<file path="config.mk">
export PLATFORM = sky130hd
export DESIGN_NAME = binary_event_frame_parser
export DESIGN_NICKNAME = d
export VERILOG_FILES = /design/src/rtl/core/befp_pkg.sv /design/src/rtl/core/binary_event_frame_parser.sv /design/src/rtl/core/befp_parser.sv /design/src/rtl/core/befp_out_queue.sv
export SDC_FILE = /design/constraint.sdc
export NUM_CORES = 1
export LEC_CHECK = 0
export BUFFER_PORTS_ARGS = -buffer_cell sky130_fd_sc_hd__buf_2
export CAP_MARGIN = 30
export CELL_PAD_IN_SITES_DETAIL_PLACEMENT = 0
export CELL_PAD_IN_SITES_GLOBAL_PLACEMENT = 1
export CORE_MARGIN = 2
export CORE_UTILIZATION = 25
export DETAILED_ROUTE_END_ITERATION = 10
export PLACE_DENSITY = 0.54
export SLEW_MARGIN = 30
export SYNTH_ARGS = -nofsm -noshare
export SYNTH_HDL_FRONTEND = slang
export SYNTH_SLANG_ARGS = --single-unit
</file>
<file path="constraint.sdc">
create_clock -name clk -period 12 [get_ports clk]
set_input_delay 0.6 -clock clk [delete_from_list [all_inputs] [get_ports clk]]
set_output_delay 0.6 -clock clk [all_outputs]
set_load 0.05 [all_outputs]
</file>
<file path="src/rtl/core/befp_pkg.sv">
// befp_pkg: shared types, codes and constants for the binary event frame parser
// used by every module in rtl/core; depends on nothing
package befp_pkg;

	localparam int FRAME_SIZE_BITS = 16;
	localparam int QUEUE_DEPTH = 4;
	localparam int QPTR_BITS = $clog2(QUEUE_DEPTH);
	localparam int QCNT_BITS = $clog2(QUEUE_DEPTH + 1);

	localparam logic [3:0] PH_HDR     = 4'd0;
	localparam logic [3:0] PH_ERRCODE = 4'd1;
	localparam logic [3:0] PH_ERRLEN  = 4'd2;
	localparam logic [3:0] PH_SEQ     = 4'd3;
	localparam logic [3:0] PH_EVT     = 4'd4;
	localparam logic [3:0] PH_LEN1    = 4'd5;
	localparam logic [3:0] PH_ID      = 4'd6;
	localparam logic [3:0] PH_LEN2    = 4'd7;
	localparam logic [3:0] PH_PAY     = 4'd8;
	localparam logic [3:0] PH_DONE    = 4'd9;

	localparam logic [2:0] ST_OK         = 3'd0;
	localparam logic [2:0] ST_SHORT      = 3'd1;
	localparam logic [2:0] ST_BAD_HDR    = 3'd2;
	localparam logic [2:0] ST_NO_ERRC    = 3'd3;
	localparam logic [2:0] ST_BAD_ERRLEN = 3'd4;
	localparam logic [2:0] ST_NO_SEQ     = 3'd5;
	localparam logic [2:0] ST_NO_EVT     = 3'd6;
	localparam logic [2:0] ST_BAD_LEN    = 3'd7;

	localparam logic [1:0] KIND_ID  = 2'd0;
	localparam logic [1:0] KIND_PAY = 2'd1;
	localparam logic [1:0] KIND_SUM = 2'd2;

	localparam logic [3:0] VERSION_ONE     = 4'd1;
	localparam logic [3:0] ERR_TYPE_RESET  = 4'hf;
	localparam logic [5:0] MIN_HDR_BYTES   = 6'd4;
	localparam int         MIN_FRAME_BYTES = 8;
	localparam int         WORD_BYTES      = 4;

	localparam logic [31:0] EV_CONN_A = 32'd1;
	localparam logic [31:0] EV_CONN_B = 32'd2;
	localparam logic [31:0] EV_CONN_C = 32'd50;
	localparam logic [31:0] EV_CONN_D = 32'd51;
	localparam logic [31:0] EV_CONN_E = 32'd52;

	typedef struct packed {
		logic [7:0]                 data_byte;
		logic [FRAME_SIZE_BITS-1:0] frame_size;
	} in_item_t;

	typedef struct packed {
		logic [1:0]         kind;
		logic [7:0]         out_byte;
		logic               last_of_frame;
		logic [2:0]         status;
		logic [3:0]         msg_type;
		logic [3:0]         flag_bits;
		logic [3:0]         serialization;
		logic [3:0]         compression;
		logic signed [31:0] sequence_res;
		logic [31:0]        event_code;
		logic [31:0]        error_number;
		logic               id_is_connection;
	} out_item_t;

	typedef struct packed {
		logic [1:0] count;
		out_item_t  first;
		out_item_t  second;
	} push_t;

endpackage

</file>
<file path="src/rtl/core/binary_event_frame_parser.sv">
// binary_event_frame_parser: top level of the streaming binary event frame parser
// depends on befp_pkg, befp_parser and befp_out_queue
// path: a byte passes the input register, then its results are written into the result queue and leave from it
// the frame summary is queued together with the closing byte's own result and leaves directly behind it
// throughput: one byte per cycle while the 4-entry result queue, draining one a cycle, has room for two results
// reset: arst_n clears parse state, queue and error type (to 15) at once; no clearing pass
module binary_event_frame_parser (
	input  logic                 clk,
	input  logic                 arst_n,
	input  logic                 item_valid,
	output logic                 item_ready,
	input  befp_pkg::in_item_t   item,
	output logic                 result_valid,
	input  logic                 result_ready,
	output befp_pkg::out_item_t  result,
	input  logic                 cfg_valid,
	output logic                 cfg_ready,
	input  logic [3:0]           cfg_data
);

	befp_pkg::push_t push;
	logic            room;

	assign cfg_ready = 1'b1;

	befp_parser u_parser (
		.clk        (clk),
		.arst_n     (arst_n),
		.item_valid (item_valid),
		.item_ready (item_ready),
		.item       (item),
		.cfg_valid  (cfg_valid && cfg_ready),
		.cfg_data   (cfg_data),
		.room       (room),
		.push       (push)
	);

	befp_out_queue u_queue (
		.clk          (clk),
		.arst_n       (arst_n),
		.push         (push),
		.room         (room),
		.result_valid (result_valid),
		.result_ready (result_ready),
		.result       (result)
	);

endmodule

</file>
<file path="src/rtl/core/befp_parser.sv">
// befp_parser: input register, frame parse state and per-byte result logic
// depends on befp_pkg
module befp_parser (
	input  logic                clk,
	input  logic                arst_n,
	input  logic                item_valid,
	output logic                item_ready,
	input  befp_pkg::in_item_t  item,
	input  logic                cfg_valid,
	input  logic [3:0]          cfg_data,
	input  logic                room,
	output befp_pkg::push_t     push
);

	typedef struct packed {
		logic [3:0]  phase;
		logic [5:0]  hdr_len;
		logic [15:0] nibbles;
		logic [31:0] wacc;
		logic [31:0] rc;
		logic [31:0] seq;
		logic [31:0] evt;
		logic [31:0] errc;
		logic [2:0]  status;
	} pstate_t;

	localparam pstate_t CLEAR_STATE = '{phase: befp_pkg::PH_HDR, status: befp_pkg::ST_OK,
		default: '0};

	function automatic pstate_t fail(pstate_t s, logic [2:0] code);
		pstate_t r;
		r = s;
		r.status = code;
		r.phase = befp_pkg::PH_DONE;
		return r;
	endfunction

	function automatic pstate_t enter_word(pstate_t s, logic [3:0] ph, logic [33:0] nx,
			logic [33:0] sz, logic [2:0] err);
		pstate_t r;
		r = s;
		if (nx + 34'(befp_pkg::WORD_BYTES) > sz) begin
			r = fail(s, err);
		end else begin
			r.phase = ph;
			r.rc = 32'(befp_pkg::WORD_BYTES);
			r.wacc = '0;
		end
		return r;
	endfunction

	function automatic pstate_t enter_payload(pstate_t s, logic [31:0] len);
		pstate_t r;
		r = s;
		if (len == '0) begin
			r.phase = befp_pkg::PH_DONE;
		end else begin
			r.phase = befp_pkg::PH_PAY;
			r.rc = len;
		end
		return r;
	endfunction

	function automatic pstate_t after_header(pstate_t s, logic [3:0] etc, logic [33:0] nx,
			logic [33:0] sz);
		pstate_t r;
		if (s.nibbles[15:12] == etc) begin
			r = enter_word(s, befp_pkg::PH_ERRCODE, nx, sz, befp_pkg::ST_NO_ERRC);
		end else if (s.nibbles[8]) begin
			r = enter_word(s, befp_pkg::PH_SEQ, nx, sz, befp_pkg::ST_NO_SEQ);
		end else if (s.nibbles[10]) begin
			r = enter_word(s, befp_pkg::PH_EVT, nx, sz, befp_pkg::ST_NO_EVT);
		end else begin
			r = enter_word(s, befp_pkg::PH_LEN1, nx, sz, befp_pkg::ST_BAD_LEN);
		end
		return r;
	endfunction

	function automatic pstate_t word_done(pstate_t s, logic [33:0] nx, logic [33:0] sz);
		pstate_t     r;
		logic [33:0] w;
		r = s;
		w = 34'(s.wacc);
		case (s.phase)
			befp_pkg::PH_ERRCODE: begin
				r.errc = s.wacc;
				r = enter_word(r, befp_pkg::PH_ERRLEN, nx, sz, befp_pkg::ST_BAD_ERRLEN);
			end
			befp_pkg::PH_ERRLEN: begin
				if (nx + w > sz) r = fail(r, befp_pkg::ST_BAD_ERRLEN);
				else r = enter_payload(r, s.wacc);
			end
			befp_pkg::PH_SEQ: begin
				r.seq = s.wacc;
				if (s.nibbles[10]) r = enter_word(r, befp_pkg::PH_EVT, nx, sz, befp_pkg::ST_NO_EVT);
				else r = enter_word(r, befp_pkg::PH_LEN1, nx, sz, befp_pkg::ST_BAD_LEN);
			end
			befp_pkg::PH_EVT: begin
				r.evt = s.wacc;
				r = enter_word(r, befp_pkg::PH_LEN1, nx, sz, befp_pkg::ST_BAD_LEN);
			end
			befp_pkg::PH_LEN1: begin
				if (nx + w == sz) begin
					r = enter_payload(r, s.wacc);
				end else if (nx + w + 34'(befp_pkg::WORD_BYTES) > sz) begin
					r = fail(r, befp_pkg::ST_BAD_LEN);
				end else if (s.wacc == '0) begin
					r = enter_word(r, befp_pkg::PH_LEN2, nx, sz, befp_pkg::ST_BAD_LEN);
				end else begin
					r.phase = befp_pkg::PH_ID;
					r.rc = s.wacc;
				end
			end
			default: begin
				if (nx + w > sz) r = fail(r, befp_pkg::ST_BAD_LEN);
				else r = enter_payload(r, s.wacc);
			end
		endcase
		return r;
	endfunction

	logic                                 valid_s1;
	befp_pkg::in_item_t                   item_s1;
	logic                                 advance;
	logic [3:0]                           err_type_q;
	pstate_t                              st_q;
	pstate_t                              ns;
	logic [befp_pkg::FRAME_SIZE_BITS-1:0] pos_q;
	logic [befp_pkg::FRAME_SIZE_BITS:0]   next_pos;
	logic [33:0]                          nx;
	logic [33:0]                          sz;
	logic [7:0]                           b;
	logic                                 byte_v;
	logic [1:0]                           byte_kind;
	logic                                 frame_end;
	logic                                 zero_flds;
	befp_pkg::out_item_t                  byte_res;
	befp_pkg::out_item_t                  sum_res;

	assign item_ready = !valid_s1 || room;
	assign advance = valid_s1 && room;

	always_ff @(posedge clk or negedge arst_n) begin
		if (!arst_n) begin
			valid_s1 <= 1'b0;
		end else if (item_valid && item_ready) begin
			valid_s1 <= 1'b1;
		end else if (advance) begin
			valid_s1 <= 1'b0;
		end
	end

	always_ff @(posedge clk) begin
		if (item_valid && item_ready) begin
			item_s1 <= item;
		end
	end

	always_ff @(posedge clk or negedge arst_n) begin
		if (!arst_n) begin
			err_type_q <= befp_pkg::ERR_TYPE_RESET;
		end else if (cfg_valid) begin
			err_type_q <= cfg_data;
		end
	end

	assign b = item_s1.data_byte;
	assign sz = 34'(item_s1.frame_size);
	assign next_pos = (befp_pkg::FRAME_SIZE_BITS + 1)'(pos_q) + 1'b1;
	assign nx = 34'(next_pos);
	assign frame_end = nx >= sz;

	always_comb begin
		ns = st_q;
		byte_v = 1'b0;
		byte_kind = befp_pkg::KIND_PAY;
		case (st_q.phase)
			befp_pkg::PH_HDR: begin
				if (pos_q == '0) begin
					ns.hdr_len = {b[3:0], 2'b00};
					if (sz < 34'(befp_pkg::MIN_FRAME_BYTES)) begin
						ns = fail(ns, befp_pkg::ST_SHORT);
					end else if (b[7:4] != befp_pkg::VERSION_ONE
							|| ns.hdr_len < befp_pkg::MIN_HDR_BYTES
							|| 34'(ns.hdr_len) > sz) begin
						ns = fail(ns, befp_pkg::ST_BAD_HDR);
					end
				end else begin
					if (pos_q == befp_pkg::FRAME_SIZE_BITS'(1)) ns.nibbles[15:8] = b;
					else if (pos_q == befp_pkg::FRAME_SIZE_BITS'(2)) ns.nibbles[7:0] = b;
					if (nx >= 34'(ns.hdr_len)) ns = after_header(ns, err_type_q, nx, sz);
				end
			end
			befp_pkg::PH_ERRCODE, befp_pkg::PH_ERRLEN, befp_pkg::PH_SEQ,
			befp_pkg::PH_EVT, befp_pkg::PH_LEN1, befp_pkg::PH_LEN2: begin
				ns.wacc = {st_q.wacc[23:0], b};
				if (st_q.rc != '0) ns.rc = st_q.rc - 1'b1;
				if (ns.rc == '0) ns = word_done(ns, nx, sz);
			end
			befp_pkg::PH_ID, befp_pkg::PH_PAY: begin
				byte_v = 1'b1;
				byte_kind = (st_q.phase == befp_pkg::PH_ID) ? befp_pkg::KIND_ID
					: befp_pkg::KIND_PAY;
				if (st_q.rc != '0) ns.rc = st_q.rc - 1'b1;
				if (ns.rc == '0) begin
					if (st_q.phase == befp_pkg::PH_ID) begin
						ns = enter_word(ns, befp_pkg::PH_LEN2, nx, sz, befp_pkg::ST_BAD_LEN);
					end else begin
						ns.phase = befp_pkg::PH_DONE;
					end
				end
			end
			default: begin
			end
		endcase
		if (frame_end && ns.phase != befp_pkg::PH_DONE && ns.status == befp_pkg::ST_OK) begin
			ns.status = befp_pkg::ST_SHORT;
		end
	end

	assign zero_flds = ns.status == befp_pkg::ST_SHORT || ns.status == befp_pkg::ST_BAD_HDR;

	always_comb begin
		byte_res = '0;
		byte_res.kind = byte_kind;
		byte_res.out_byte = b;
		sum_res = '0;
		sum_res.kind = befp_pkg::KIND_SUM;
		sum_res.last_of_frame = 1'b1;
		sum_res.status = ns.status;
		if (!zero_flds) begin
			sum_res.msg_type = ns.nibbles[15:12];
			sum_res.flag_bits = ns.nibbles[11:8];
			sum_res.serialization = ns.nibbles[7:4];
			sum_res.compression = ns.nibbles[3:0];
			sum_res.sequence_res = $signed(ns.seq);
			sum_res.event_code = ns.evt;
			sum_res.error_number = ns.errc;
			sum_res.id_is_connection = ns.evt == befp_pkg::EV_CONN_A
				|| ns.evt == befp_pkg::EV_CONN_B || ns.evt == befp_pkg::EV_CONN_C
				|| ns.evt == befp_pkg::EV_CONN_D || ns.evt == befp_pkg::EV_CONN_E;
		end
	end

	always_comb begin
		push.count = '0;
		push.first = byte_v ? byte_res : sum_res;
		push.second = sum_res;
		if (advance) begin
			push.count = 2'(byte_v) + 2'(frame_end);
		end
	end

	always_ff @(posedge clk or negedge arst_n) begin
		if (!arst_n) begin
			st_q <= CLEAR_STATE;
			pos_q <= '0;
		end else if (advance) begin
			if (frame_end) begin
				st_q <= CLEAR_STATE;
				pos_q <= '0;
			end else begin
				st_q <= ns;
				pos_q <= next_pos[befp_pkg::FRAME_SIZE_BITS-1:0];
			end
		end
	end

endmodule

</file>
<file path="src/rtl/core/befp_out_queue.sv">
// befp_out_queue: small result queue taking up to two results per cycle
// depends on befp_pkg
module befp_out_queue (
	input  logic                 clk,
	input  logic                 arst_n,
	input  befp_pkg::push_t      push,
	output logic                 room,
	output logic                 result_valid,
	input  logic                 result_ready,
	output befp_pkg::out_item_t  result
);

	befp_pkg::out_item_t             mem_q [befp_pkg::QUEUE_DEPTH];
	logic [befp_pkg::QPTR_BITS-1:0]  wr_q;
	logic [befp_pkg::QPTR_BITS-1:0]  rd_q;
	logic [befp_pkg::QCNT_BITS-1:0]  cnt_q;
	logic [befp_pkg::QPTR_BITS-1:0]  wr_next;
	logic                            pop;

	assign room = cnt_q <= befp_pkg::QCNT_BITS'(befp_pkg::QUEUE_DEPTH - 2);
	assign result_valid = cnt_q != '0;
	assign result = mem_q[rd_q];
	assign pop = result_valid && result_ready;
	assign wr_next = wr_q + 1'b1;

	always_ff @(posedge clk or negedge arst_n) begin
		if (!arst_n) begin
			wr_q <= '0;
			rd_q <= '0;
			cnt_q <= '0;
		end else begin
			wr_q <= wr_q + befp_pkg::QPTR_BITS'(push.count);
			if (pop) rd_q <= rd_q + 1'b1;
			cnt_q <= cnt_q + befp_pkg::QCNT_BITS'(push.count) - befp_pkg::QCNT_BITS'(pop);
		end
	end

	always_ff @(posedge clk) begin
		if (push.count != '0) mem_q[wr_q] <= push.first;
		if (push.count == 2'd2) mem_q[wr_next] <= push.second;
	end

endmodule

</file>
## After elaboration in Yosys (flattened, before gate mapping)

Memories as Yosys holds them, arrays and structs flattened.
Cells that the tools add are included.

| word-level totals | value |
|---|---|
| register bits | 241 |
| memory bits (writable) | 508 |
| input bits | 33 |
| output and inout bits | 130 |
| memories | 1 |

Memory list:

| memory | depth | bits a word | rd ports | clocked after memory_dff | write ports | line | RTL |
|---|---|---|---|---|---|---|---|
| u_queue.mem_q | 4 | 127 | 1 | 0 | 2 | befp_out_queue.sv:13 | `befp_pkg::out_item_t mem_q [befp_pkg::QUEUE_DEPTH];` |

| cells by class | value |
|---|---|
| add/sub/neg operators | 11 |
| magnitude comparators | 9 |
| equality and inequality tests | 29 |
| mux-type cells | 64 |
| reduce and logical (&&, ||, !) cells | 32 |

Operators by type and width:

| cell | number |
|---|---|
| 2-to-1 mux 189 bit | 13 |
| one-hot mux 189 bit (5 select lines) | 1 |
| one-hot mux 189 bit (3 select lines) | 1 |
| 2-to-1 mux 186 bit | 2 |
| 2-to-1 mux 32 bit | 6 |
| 2-to-1 mux 64 bit | 3 |
| 2-to-1 mux 163 bit | 1 |
| 2-to-1 mux 127 bit | 1 |
| 2-to-1 mux 113 bit | 1 |
| greater-than comparator 34 x 16 -> 1 bit | 3 |
| equality test 32 x 6 -> 1 bit (second input constant) | 3 |
| zero test 32 bit | 3 |
| 2-to-1 mux 8 bit | 5 |
| adder 34 x 3 -> 34 bit (second input constant) | 1 |
| equality test 34 x 16 -> 1 bit | 1 |
| adder 17 x 32 -> 33 bit | 1 |
| equality test 32 x 1 -> 1 bit (second input constant) | 1 |
| equality test 32 x 2 -> 1 bit (second input constant) | 1 |
| 2-to-1 mux 4 bit | 8 |
| nonzero test 32 bit | 1 |
| subtractor 32 x 1 -> 32 bit (second input constant) | 1 |
| 2-to-1 mux 3 bit | 10 |
| adder 17 x 3 -> 18 bit (second input constant) | 1 |
| adder 16 x 1 -> 17 bit (second input constant) | 1 |
| other kinds (43) | 75 |

## Depth between registers and ports, before layout

Gate-level depths: netlist of the first run.

| logic depth | value |
|---|---|
| depth in word-level cells | 18 |
| mapped depth | 34 |
| depth with buffers taken out | 29 |

## Hierarchy

From an unflattened synthesis of the first run, not the netlist that was laid out.

| second synthesis, totals | value |
|---|---|
| cell total of the unflattened synthesis | 3657 |
| area, all modules | 43955.9 µm² |

Modules (own cells, without submodules):

| module | times used | cells each | area each (µm²) |
|---|---|---|---|
| befp_out_queue | 1 | 1268 | 24910.1 |
| befp_parser | 1 | 2387 | 19034.5 |
| binary_event_frame_parser | 1 | 2 | 11.3 |

## Worst setup path after synthesis of the first run

No wires, ideal clock.

| timing path | value |
|---|---|
| kind | flip-flop to flip-flop |
| from | reg u_parser.pos_q[5] (netlist bit) |
| to | mem u_queue.mem_q[1][0] (netlist bit) (enable) |
| library setup time | 0.495 ns |
| arrival time | 7.252 ns |
| data required time | 11.505 ns |
| slack | 4.253 ns |
| stages on the path, launching flop included | 20 |
| buffers on the path | 6 |
| clock period less this slack | 7.747 ns |
| cells stage by stage | dfrtp_1 > clkbuf_1 > nand4_1 > or2_1 > clkbuf_1 > nor3_1 > xor2_1 > ha_1 > a21o_1 > a211oi_1 > nand2_1 > a211oi_1 > a21oi_1 > clkbuf_1 > buf_1 > clkbuf_1 > ha_1 > nor4_1 > clkbuf_1 > nand2b_1 |

RTL lines:

| element | line | RTL |
|---|---|---|
| start, declared | befp_parser.sv:128 | `logic [befp_pkg::FRAME_SIZE_BITS-1:0] pos_q;` |
| start signal, assigned | befp_parser.sv:264 | `pos_q <= next_pos[befp_pkg::FRAME_SIZE_BITS-1:0];` |
| end, declared | befp_out_queue.sv:13 |  |

==> flow_metrics.env, run 1 <==
export IMPL_status="finished, final reports clean"
export IMPL_worstPathRequired_ns=12.40
export IMPL_seq_area_frac_synth_pct=51.1
export IMPL_viasPerCell=4.94
export IMPL_fin_area_um2=46300
export IMPL_crit_path_end_kind="register"
export IMPL_cts_sinks=735
export IMPL_rows=147
export IMPL_numCtsBuffers=89
export IMPL_finalSetupTns_ns=0
export IMPL_hpwl_um=89400
export IMPL_critical_path_class="register to register"
export IMPL_wl_um=140000
export IMPL_antenna_found_initial=3
export IMPL_crit_family="simple AND/OR/NAND/NOR gates"
export IMPL_cp_start_kind="register"
export IMPL_die_y_um=406
export IMPL_detail_route_antenna_nets=0
export IMPL_cts_tree="done"
export IMPL_syn_to_final_growth_pct=14.6
export IMPL_setup_violations=0
export IMPL_worst_path_buf_inv=5
export IMPL_cts_root_buf="clkbuf_16"
export IMPL_synth_fp_nets=3907
export IMPL_hp_class="primary input to register"
export IMPL_tightest_slew_ns=0.982
export IMPL_h_tree_depth=3
export IMPL_diodes=0
export IMPL_power_leakage_nw=16.6
export IMPL_cp_slowest_cell="buf_4"
export IMPL_grt_overflow_total=0
export IMPL_grt_pass1_wl_um=208000
export IMPL_period_needed_ns=8.94
export IMPL_place_congestion=0.843
export IMPL_layout_nets=3977
export IMPL_synthArstFlopShare_pct=28.2
export IMPL_syn_area_um2=40400
export IMPL_drt_iter0_drc=2344
export IMPL_grt_max_degree=97
export IMPL_yosys_register_bits=735
export IMPL_grt_usage_pct=16.8
export IMPL_period_share_pct=74.5
export IMPL_clock_latency_ns=0.72
export IMPL_path_common_cell="ha_1"
export IMPL_synth_edf_count=488
export IMPL_clock_path_buffers=3
export IMPL_synth_ff_type="edfxtp_1"
export IMPL_slew_headroom_pct=32.7
export IMPL_path_clk_slew_ns=0.07
export IMPL_holdWs_ns=0.0811
export IMPL_drive_gt1_share_pct=22.0
export IMPL_drc=0
export IMPL_hold_violations=0
export IMPL_place_area_um2=43300
export IMPL_rsz0062_at_grt="no"
export IMPL_power_total_w=0.0134
export IMPL_fp_dieW_um=406
export IMPL_critical_path_arrival_ns=9.34
export IMPL_synth_cell_type_count=107
export IMPL_avgSynthCellArea_um2=10.7
export IMPL_cts_setup_buffers=0
export IMPL_cpPeakStageDelay_ns=0.70
export IMPL_maxSlewViolCount=0
export IMPL_cp_max_fo=63
export IMPL_powerDensity_nw_per_um2=289
export IMPL_coreArea_um2=161000
export IMPL_fmax_mhz=112
export IMPL_wl_per_cell_um=23.0
export IMPL_grt_pass1_vias=30504
export IMPL_initial_utilization_pct=25.2
export IMPL_vias=30015
export IMPL_io_pins=163
export IMPL_drv_cap=0
export IMPL_firstDrtPassIters=5
export IMPL_syn_inst=3770
export IMPL_port_buffers=161
export IMPL_yosys_area_top_type_share_pct=36.3
export IMPL_synthTopCellsByArea="edfxtp_1 36%, dfrtp_1 13%, mux4_2 7.0%"
export IMPL_max_vdd_ir_drop_v=0.000436
export IMPL_finalClockSkew_ns=0.0464
export IMPL_yosys_warnings=0
export IMPL_yosysTopAreaCell="edfxtp_1"
export IMPL_die_area_um2=165000
## worst reg2reg max path, delay by kind of cell, from the launching register on
kind | cells | cell delay (ns)
AND/OR/NAND/NOR | 13 | 3.15
buffers and inverters | 5 | 1.53
AO/OA/AOI/OAI | 6 | 1.79
flip-flops | 1 | 0.48
XOR/XNOR | 3 | 0.56
adder cells (fa/ha/maj) | 3 | 1.15
## power by group
part           switching, W  leakage, nW  internal, W
logic               0.00539         7.66      0.00193
clock network       0.00116         1.41      0.00155
registers          0.000346         7.56      0.00301
total               0.00689         16.6      0.00649
## metrics by stage
step           std cells  utilization, %  setup WS, ns
2_1_floorplan       3770               -          4.25
3_3_place_gp        5903            26.9          3.07
3_5_place_dp        5905            27.0          3.21
4_1_cts             6074            28.8          3.14
5_1_grt             6077            28.8          2.18
6_report            6077            28.8          3.06
## repair_timing
action / in CTS / in global routing
endpoints found under the hold margin: 50 / 0
setup endpoints to repair: 0 / 0
hold buffers: 1 / 0
gates resized for setup: 0 / 0
## state kept, by name, summed over array words and instances, names as in the netlist
signal and count:
u_queue.cnt_q 3, u_parser.item_s1 16, u_queue.rd_q 2, u_parser.pos_q 16, u_parser.valid_s1 1, u_queue.wr_q 2, u_parser.err_type_q 4, u_parser.st_q 179
u_parser.b 8, u_queue.mem_q 504
## cells by family (layout without fill, tap and decap cells)
kind of cell               count (synthesis)  count (layout)  synth area share, %
AOI/OAI and AO/OA                        594             594                 10.3
xor gates and xnor gates                  80              80                 1.79
adders and majority gates                104             104                 3.26
buffers and inverters                    343             490                 4.45
DFF                                      735             735                 51.1
muxes                                    223             223                 9.64
other                                      1               1              0.00928
and+or+nand+nor                         1690            1690                 19.5
## synth_stat cells (9+ instances only)
cell and instances:
o21a_1 18, nand4_1 41, dfxtp_1 40, a21o_1 21, a22oi_1 9, mux2i_1 27
nor2_1 327, buf_4 10, or2_2 15, buf_6 10, or4_1 9, buf_1 21
a21oi_1 122, a211oi_1 14, or3_1 17, o31ai_1 28, o211ai_1 19, nand3_1 91
nor2_2 192, edfxtp_1 488, buf_2 40, clkbuf_1 173, o22ai_1 14, mux4_2 126
a22o_1 131, nand2b_1 26, nor3_1 136, buf_12 20, and2_1 26, o21ai_0 108
xor2_1 33, o21ai_1 11, nand2_1 701, xnor2_1 44, ha_1 102, inv_1 64
dfrtp_1 203, nor4_1 42, mux2_2 70, and3_1 16
## cell usage in the layout, fill, tap and decap left out, types with 19 or more instances in the layout
cell | Yosys | layout
nand2_1 | 701 | 699
o211ai_1 | 19 | 19
dfrtp_1 | 203 | 201
xor2_1 | 33 | 33
nand2b_1 | 26 | 23
nand3_1 | 91 | 91
and2_1 | 26 | 24
a21oi_1 | 122 | 117
clkbuf_1 | 173 | 27
o31ai_1 | 28 | 28
inv_1 | 64 | 64
xnor2_1 | 44 | 44
o21ai_0 | 108 | 106
edfxtp_1 | 488 | 488
mux2i_1 | 27 | 27
nor2_2 | 192 | 192
nor2_1 | 327 | 326
buf_4 | 10 | 83
nor3_1 | 136 | 134
nand4_1 | 41 | 41
mux4_2 | 126 | 126
nor4_1 | 42 | 40
dfxtp_1 | 40 | 40
buf_2 | 40 | 160
mux2_2 | 70 | 70
a22o_1 | 131 | 131
ha_1 | 102 | 102
clkbuf_16 | 0 | 91
## routing by layer
layer	wire [µm]	part of all wire [%]	up-vias	track usage, %
met3	6040	4.3	162	2.11
met4	3140	2.2	0	4.50
li1	-	-	13818	-
met2	67000	48	783	28.1
met5	0	0	-	0
met1	63800	46	15252	22.9
## path summary, 6_finish.rpt
| kind | endpoint | slack (ns) | start | cells past startpoint |
|---|---|---|---|---|
| setup / recovery | u_queue.mem_q[3][43]$_DFFE_PP_ | 3.06 | u_parser.pos_q[0]$_DFFE_PN0P_ | 30 |
| hold / removal | u_parser.b[7]$_DFFE_PP_ | 0.08 | item[23] | 1 |
| setup reg to reg | u_queue.mem_q[3][43]$_DFFE_PP_ | 3.06 | u_parser.pos_q[0]$_DFFE_PN0P_ | 30 |
| hold reg to reg | u_queue.mem_q[0][116]$_SDFFE_PP1P_ | 0.44 | u_queue.mem_q[0][116]$_SDFFE_PP1P_ | 2 |
| max in group asynchronous | u_parser.st_q[143]$_DFFE_PN0P_ | 10.43 | arst_n | 3 |
| min in group asynchronous | u_parser.st_q[170]$_DFFE_PN0P_ | 0.35 | arst_n | 2 |
## final cells by class
cell class                      count  area [µm²]
Timing Repair Buffer              255        1650
Sequential cell                   735       20600
Inverter                           67         251
Tap cell                         2160        2700
Fill cell                       16769      114000
Multi-Input combinational cell   2692       18200
Clock buffer                      124        2460
Clock inverter                     44         437
(Power assumes the default switching activity.)
==> inputs of run 2 (changes only) <==
--- a/config.mk
+++ b/config.mk
@@ -5,6 +5,7 @@
 export SDC_FILE = /design/constraint.sdc
 export NUM_CORES = 1
 export LEC_CHECK = 0
+export ABC_AREA = 1
 export BUFFER_PORTS_ARGS = -buffer_cell sky130_fd_sc_hd__buf_2
 export CAP_MARGIN = 30
 export CELL_PAD_IN_SITES_DETAIL_PLACEMENT = 0
@@ -12,7 +13,7 @@
 export CORE_MARGIN = 2
 export CORE_UTILIZATION = 25
 export DETAILED_ROUTE_END_ITERATION = 10
-export PLACE_DENSITY = 0.54
+export PLACE_DENSITY = 0.57
 export SLEW_MARGIN = 30
 export SYNTH_ARGS = -nofsm -noshare
 export SYNTH_HDL_FRONTEND = slang
==> constraint.sdc (replaced) <==
create_clock -name clk -period 8.2 [get_ports clk]
set_input_delay 0.41 -clock clk [delete_from_list [all_inputs] [get_ports clk]]
set_output_delay 0.41 -clock clk [all_outputs]
set_load 0.05 [all_outputs]
==> flow_metrics.env, run 2 <==
export IMPL_status="finished, final reports clean"
export IMPL_yosys_warnings=0
export IMPL_period_share_pct=89.9
export IMPL_place_congestion=0.892
export IMPL_cpPeakStageDelay_ns=0.51
export IMPL_vias=36381
export IMPL_drv_cap=0
export IMPL_setup_violations=0
export IMPL_synth_fp_nets=5268
export IMPL_min_from="cfg_valid"
export IMPL_cp_max_fo=26
export IMPL_grt_overflow_total=0
export IMPL_avgSynthCellArea_um2=8.17
export IMPL_seq_area_frac_synth_pct=49.2
export IMPL_crit_path_end_kind="register"
export IMPL_reg2reg_slack_ns=0.83
export IMPL_viasPerCell=4.83
export IMPL_fin_cells=7534
export IMPL_drive_gt1_share_pct=11.6
export IMPL_critical_path_class="register to register"
export IMPL_path_clk_slew_ns=0.06
export IMPL_cp_start_kind="register"
export IMPL_yosys_area_top_type_share_pct=35.0
export IMPL_firstDrtPassIters=6
export IMPL_h_tree_depth=3
export IMPL_synthArstFlopShare_pct=28.2
export IMPL_final_cell_mix="902 x nand2_1, 883 x nor2_1, 559 x o21ai_0, 558 x inv_1, 488 x edfxtp_1"
export IMPL_finalClockSkew_ns=0.0484
export IMPL_drt_iter0_drc=2736
export IMPL_hold_violations=0
export IMPL_grt_max_degree=135
export IMPL_syn_inst=5131
export IMPL_synth_edf_count=488
export IMPL_powerDensity_nw_per_um2=440
export IMPL_port_buffers=161
export IMPL_r2r_start="u_parser.pos_q[0]$_DFFE_PN0P_"
export IMPL_die_area_um2=171000
export IMPL_rsz0062_at_grt="no"
export IMPL_cts_tree="done"
export IMPL_path_common_cell="nand2_1"
export IMPL_wl_um=156000
export IMPL_final_common_cell="nand2_1"
export IMPL_largest_reg_flops=504
export IMPL_coreArea_um2=167000
export IMPL_finalSetupTns_ns=0
export IMPL_clock_latency_ns=0.72
export IMPL_grt_pass1_wl_um=235000
export IMPL_crit_start="u_parser.pos_q[0]$_DFFE_PN0P_"
export IMPL_worstPathRequired_ns=8.60
export IMPL_slew_headroom_pct=33.9
export IMPL_tightest_slew_ns=0.991
export IMPL_yosysTopAreaCell="edfxtp_1"
export IMPL_layout_nets=5390
export IMPL_hp_class="primary input to register"
export IMPL_cts_setup_buffers=0
export IMPL_largest_register="u_queue.mem_q"
export IMPL_drc=0
export IMPL_synth_ff_type="edfxtp_1"
export IMPL_synth_cell_type_count=62
export IMPL_fmax_mhz=136
export IMPL_post_synth_top_count_cell="nand2_1"
export IMPL_fp_dieW_um=414
export IMPL_max_vdd_ir_drop_v=0.000427
export IMPL_netlist_top_cells_count="908 x nand2_1, 888 x nor2_1, 561 x inv_1"
export IMPL_io_pins=163
export IMPL_grt_pass1_vias=35876
export IMPL_grt_usage_pct=18.1
export IMPL_initial_utilization_pct=25.1
export IMPL_maxSlewViolCount=0
export IMPL_dp_cells=7333
export IMPL_period_needed_ns=7.37
export IMPL_cp_slowest_cell="nor4_2"
export IMPL_power_leakage_nw=19.9
export IMPL_hpwl_um=105000
export IMPL_numCtsBuffers=88
export IMPL_syn_area_um2=41900
export IMPL_clock_path_buffers=3
export IMPL_antenna_found_initial=6
export IMPL_cts_root_buf="clkbuf_16"
export IMPL_yosys_register_bits=735
export IMPL_rows=150
export IMPL_die_y_um=414
export IMPL_critical_path_arrival_ns=7.77
export IMPL_synthTopCellsByArea="edfxtp_1 35%, dfrtp_1 12%, nand2_1 8.1%"
export IMPL_detail_route_antenna_nets=0
export IMPL_wl_per_cell_um=20.7
export IMPL_reg_top3="u_queue.mem_q (504), u_parser.st_q (179)"
export IMPL_cts_sinks=735
export IMPL_syn_to_final_growth_pct=16.4
## run 2: critical path: cells and delay by family (launching register included)
family	cells	cell delay, ns
DFF	1	0.40
AOI/OAI and AO/OA	2	0.53
adders and majority gates	3	0.95
and+or+nand+nor	27	4.07
buffers and inverters	5	1.06
## run 2: area by class of cell
class	instances	area (µm²)
inverter	586	2210
clock buffer	116	2430
antenna	2	5.00
sequential	735	20600
timing repair buffer	301	2210
clock inverter	49	447
multi-input combinational	3541	18100
fill	17854	118000
tap	2204	2760
## run 2: layer usage
layer  share of wire, %  wire length, µm  vias to the layer above  global-route usage (%)
met2                 47            73000                      853                    29.7
met4                2.5             3880                        6                    5.10
met1                 46            71600                    17824                    24.7
met5              0.028               43                        -                       0
met3                4.7             7340                      180                    2.59
li1                   -                -                    17518                       -
## run 2: worst paths after layout
path,end,cells after the start
max in group asynchronous,u_queue.rd_q[1]$_DFFE_PN0P_,3
hold reg to reg,u_queue.mem_q[2][116]$_SDFFE_PP1P_,2
setup reg to reg,u_queue.mem_q[3][64]$_DFFE_PP_,37
hold / removal,u_parser.err_type_q[0]$_DFFE_PN1P_,2
setup / recovery,u_queue.mem_q[3][64]$_DFFE_PP_,37
min in group asynchronous,u_parser.st_q[81]$_DFFE_PN0P_,2
## run 2: power breakdown
part | switching (W) | internal [W]
combinational | 0.00957 | 0.00305
sequential | 0.000443 | 0.00446
clock | 0.00168 | 0.00228
total | 0.0117 | 0.00979
## run 2: repair_timing
item                                    in CTS  in global routing
hold buffers                                34                  0
hold endpoints to repair                    98                  0
gates resized for setup                      0                  1
endpoints found under the setup margin       0                198
## run 2: per-stage QoR
stage / instance area [µm²] / utilization [%] / setup WS, ns / power (W) / hold WS [ns]
3_5_place_dp: 45600 / 27.3 / 0.734 / 0.0176 / 0.440
5_1_grt: 48800 / 29.2 / 0.0396 / 0.0229 / 0.0586
6_report: 48800 / 29.2 / 0.827 / 0.0215 / 0.0908
4_1_cts: 48800 / 29.2 / 0.687 / 0.0216 / 0.0330
2_1_floorplan: 41900 / - / 0.581 / 0.0137 / 0.114
3_3_place_gp: 45500 / 27.3 / 0.779 / 0.0176 / 0.436
## run 2: logic make-up (layout without fill, tap and decap cells)
kind of cell               count (synthesis)  count (layout)  synth area share (%)
adders and majority gates                104             104                  3.14
DFF                                      735             735                  49.2
and+or+nand+nor                         2272            2272                  23.5
other                                      1               3               0.00894
AOI/OAI and AO/OA                       1105            1105                  14.8
buffers and inverters                    855            1052                  8.00
muxes                                      2               2                0.0537
xor gates and xnor gates                  57              57                  1.24
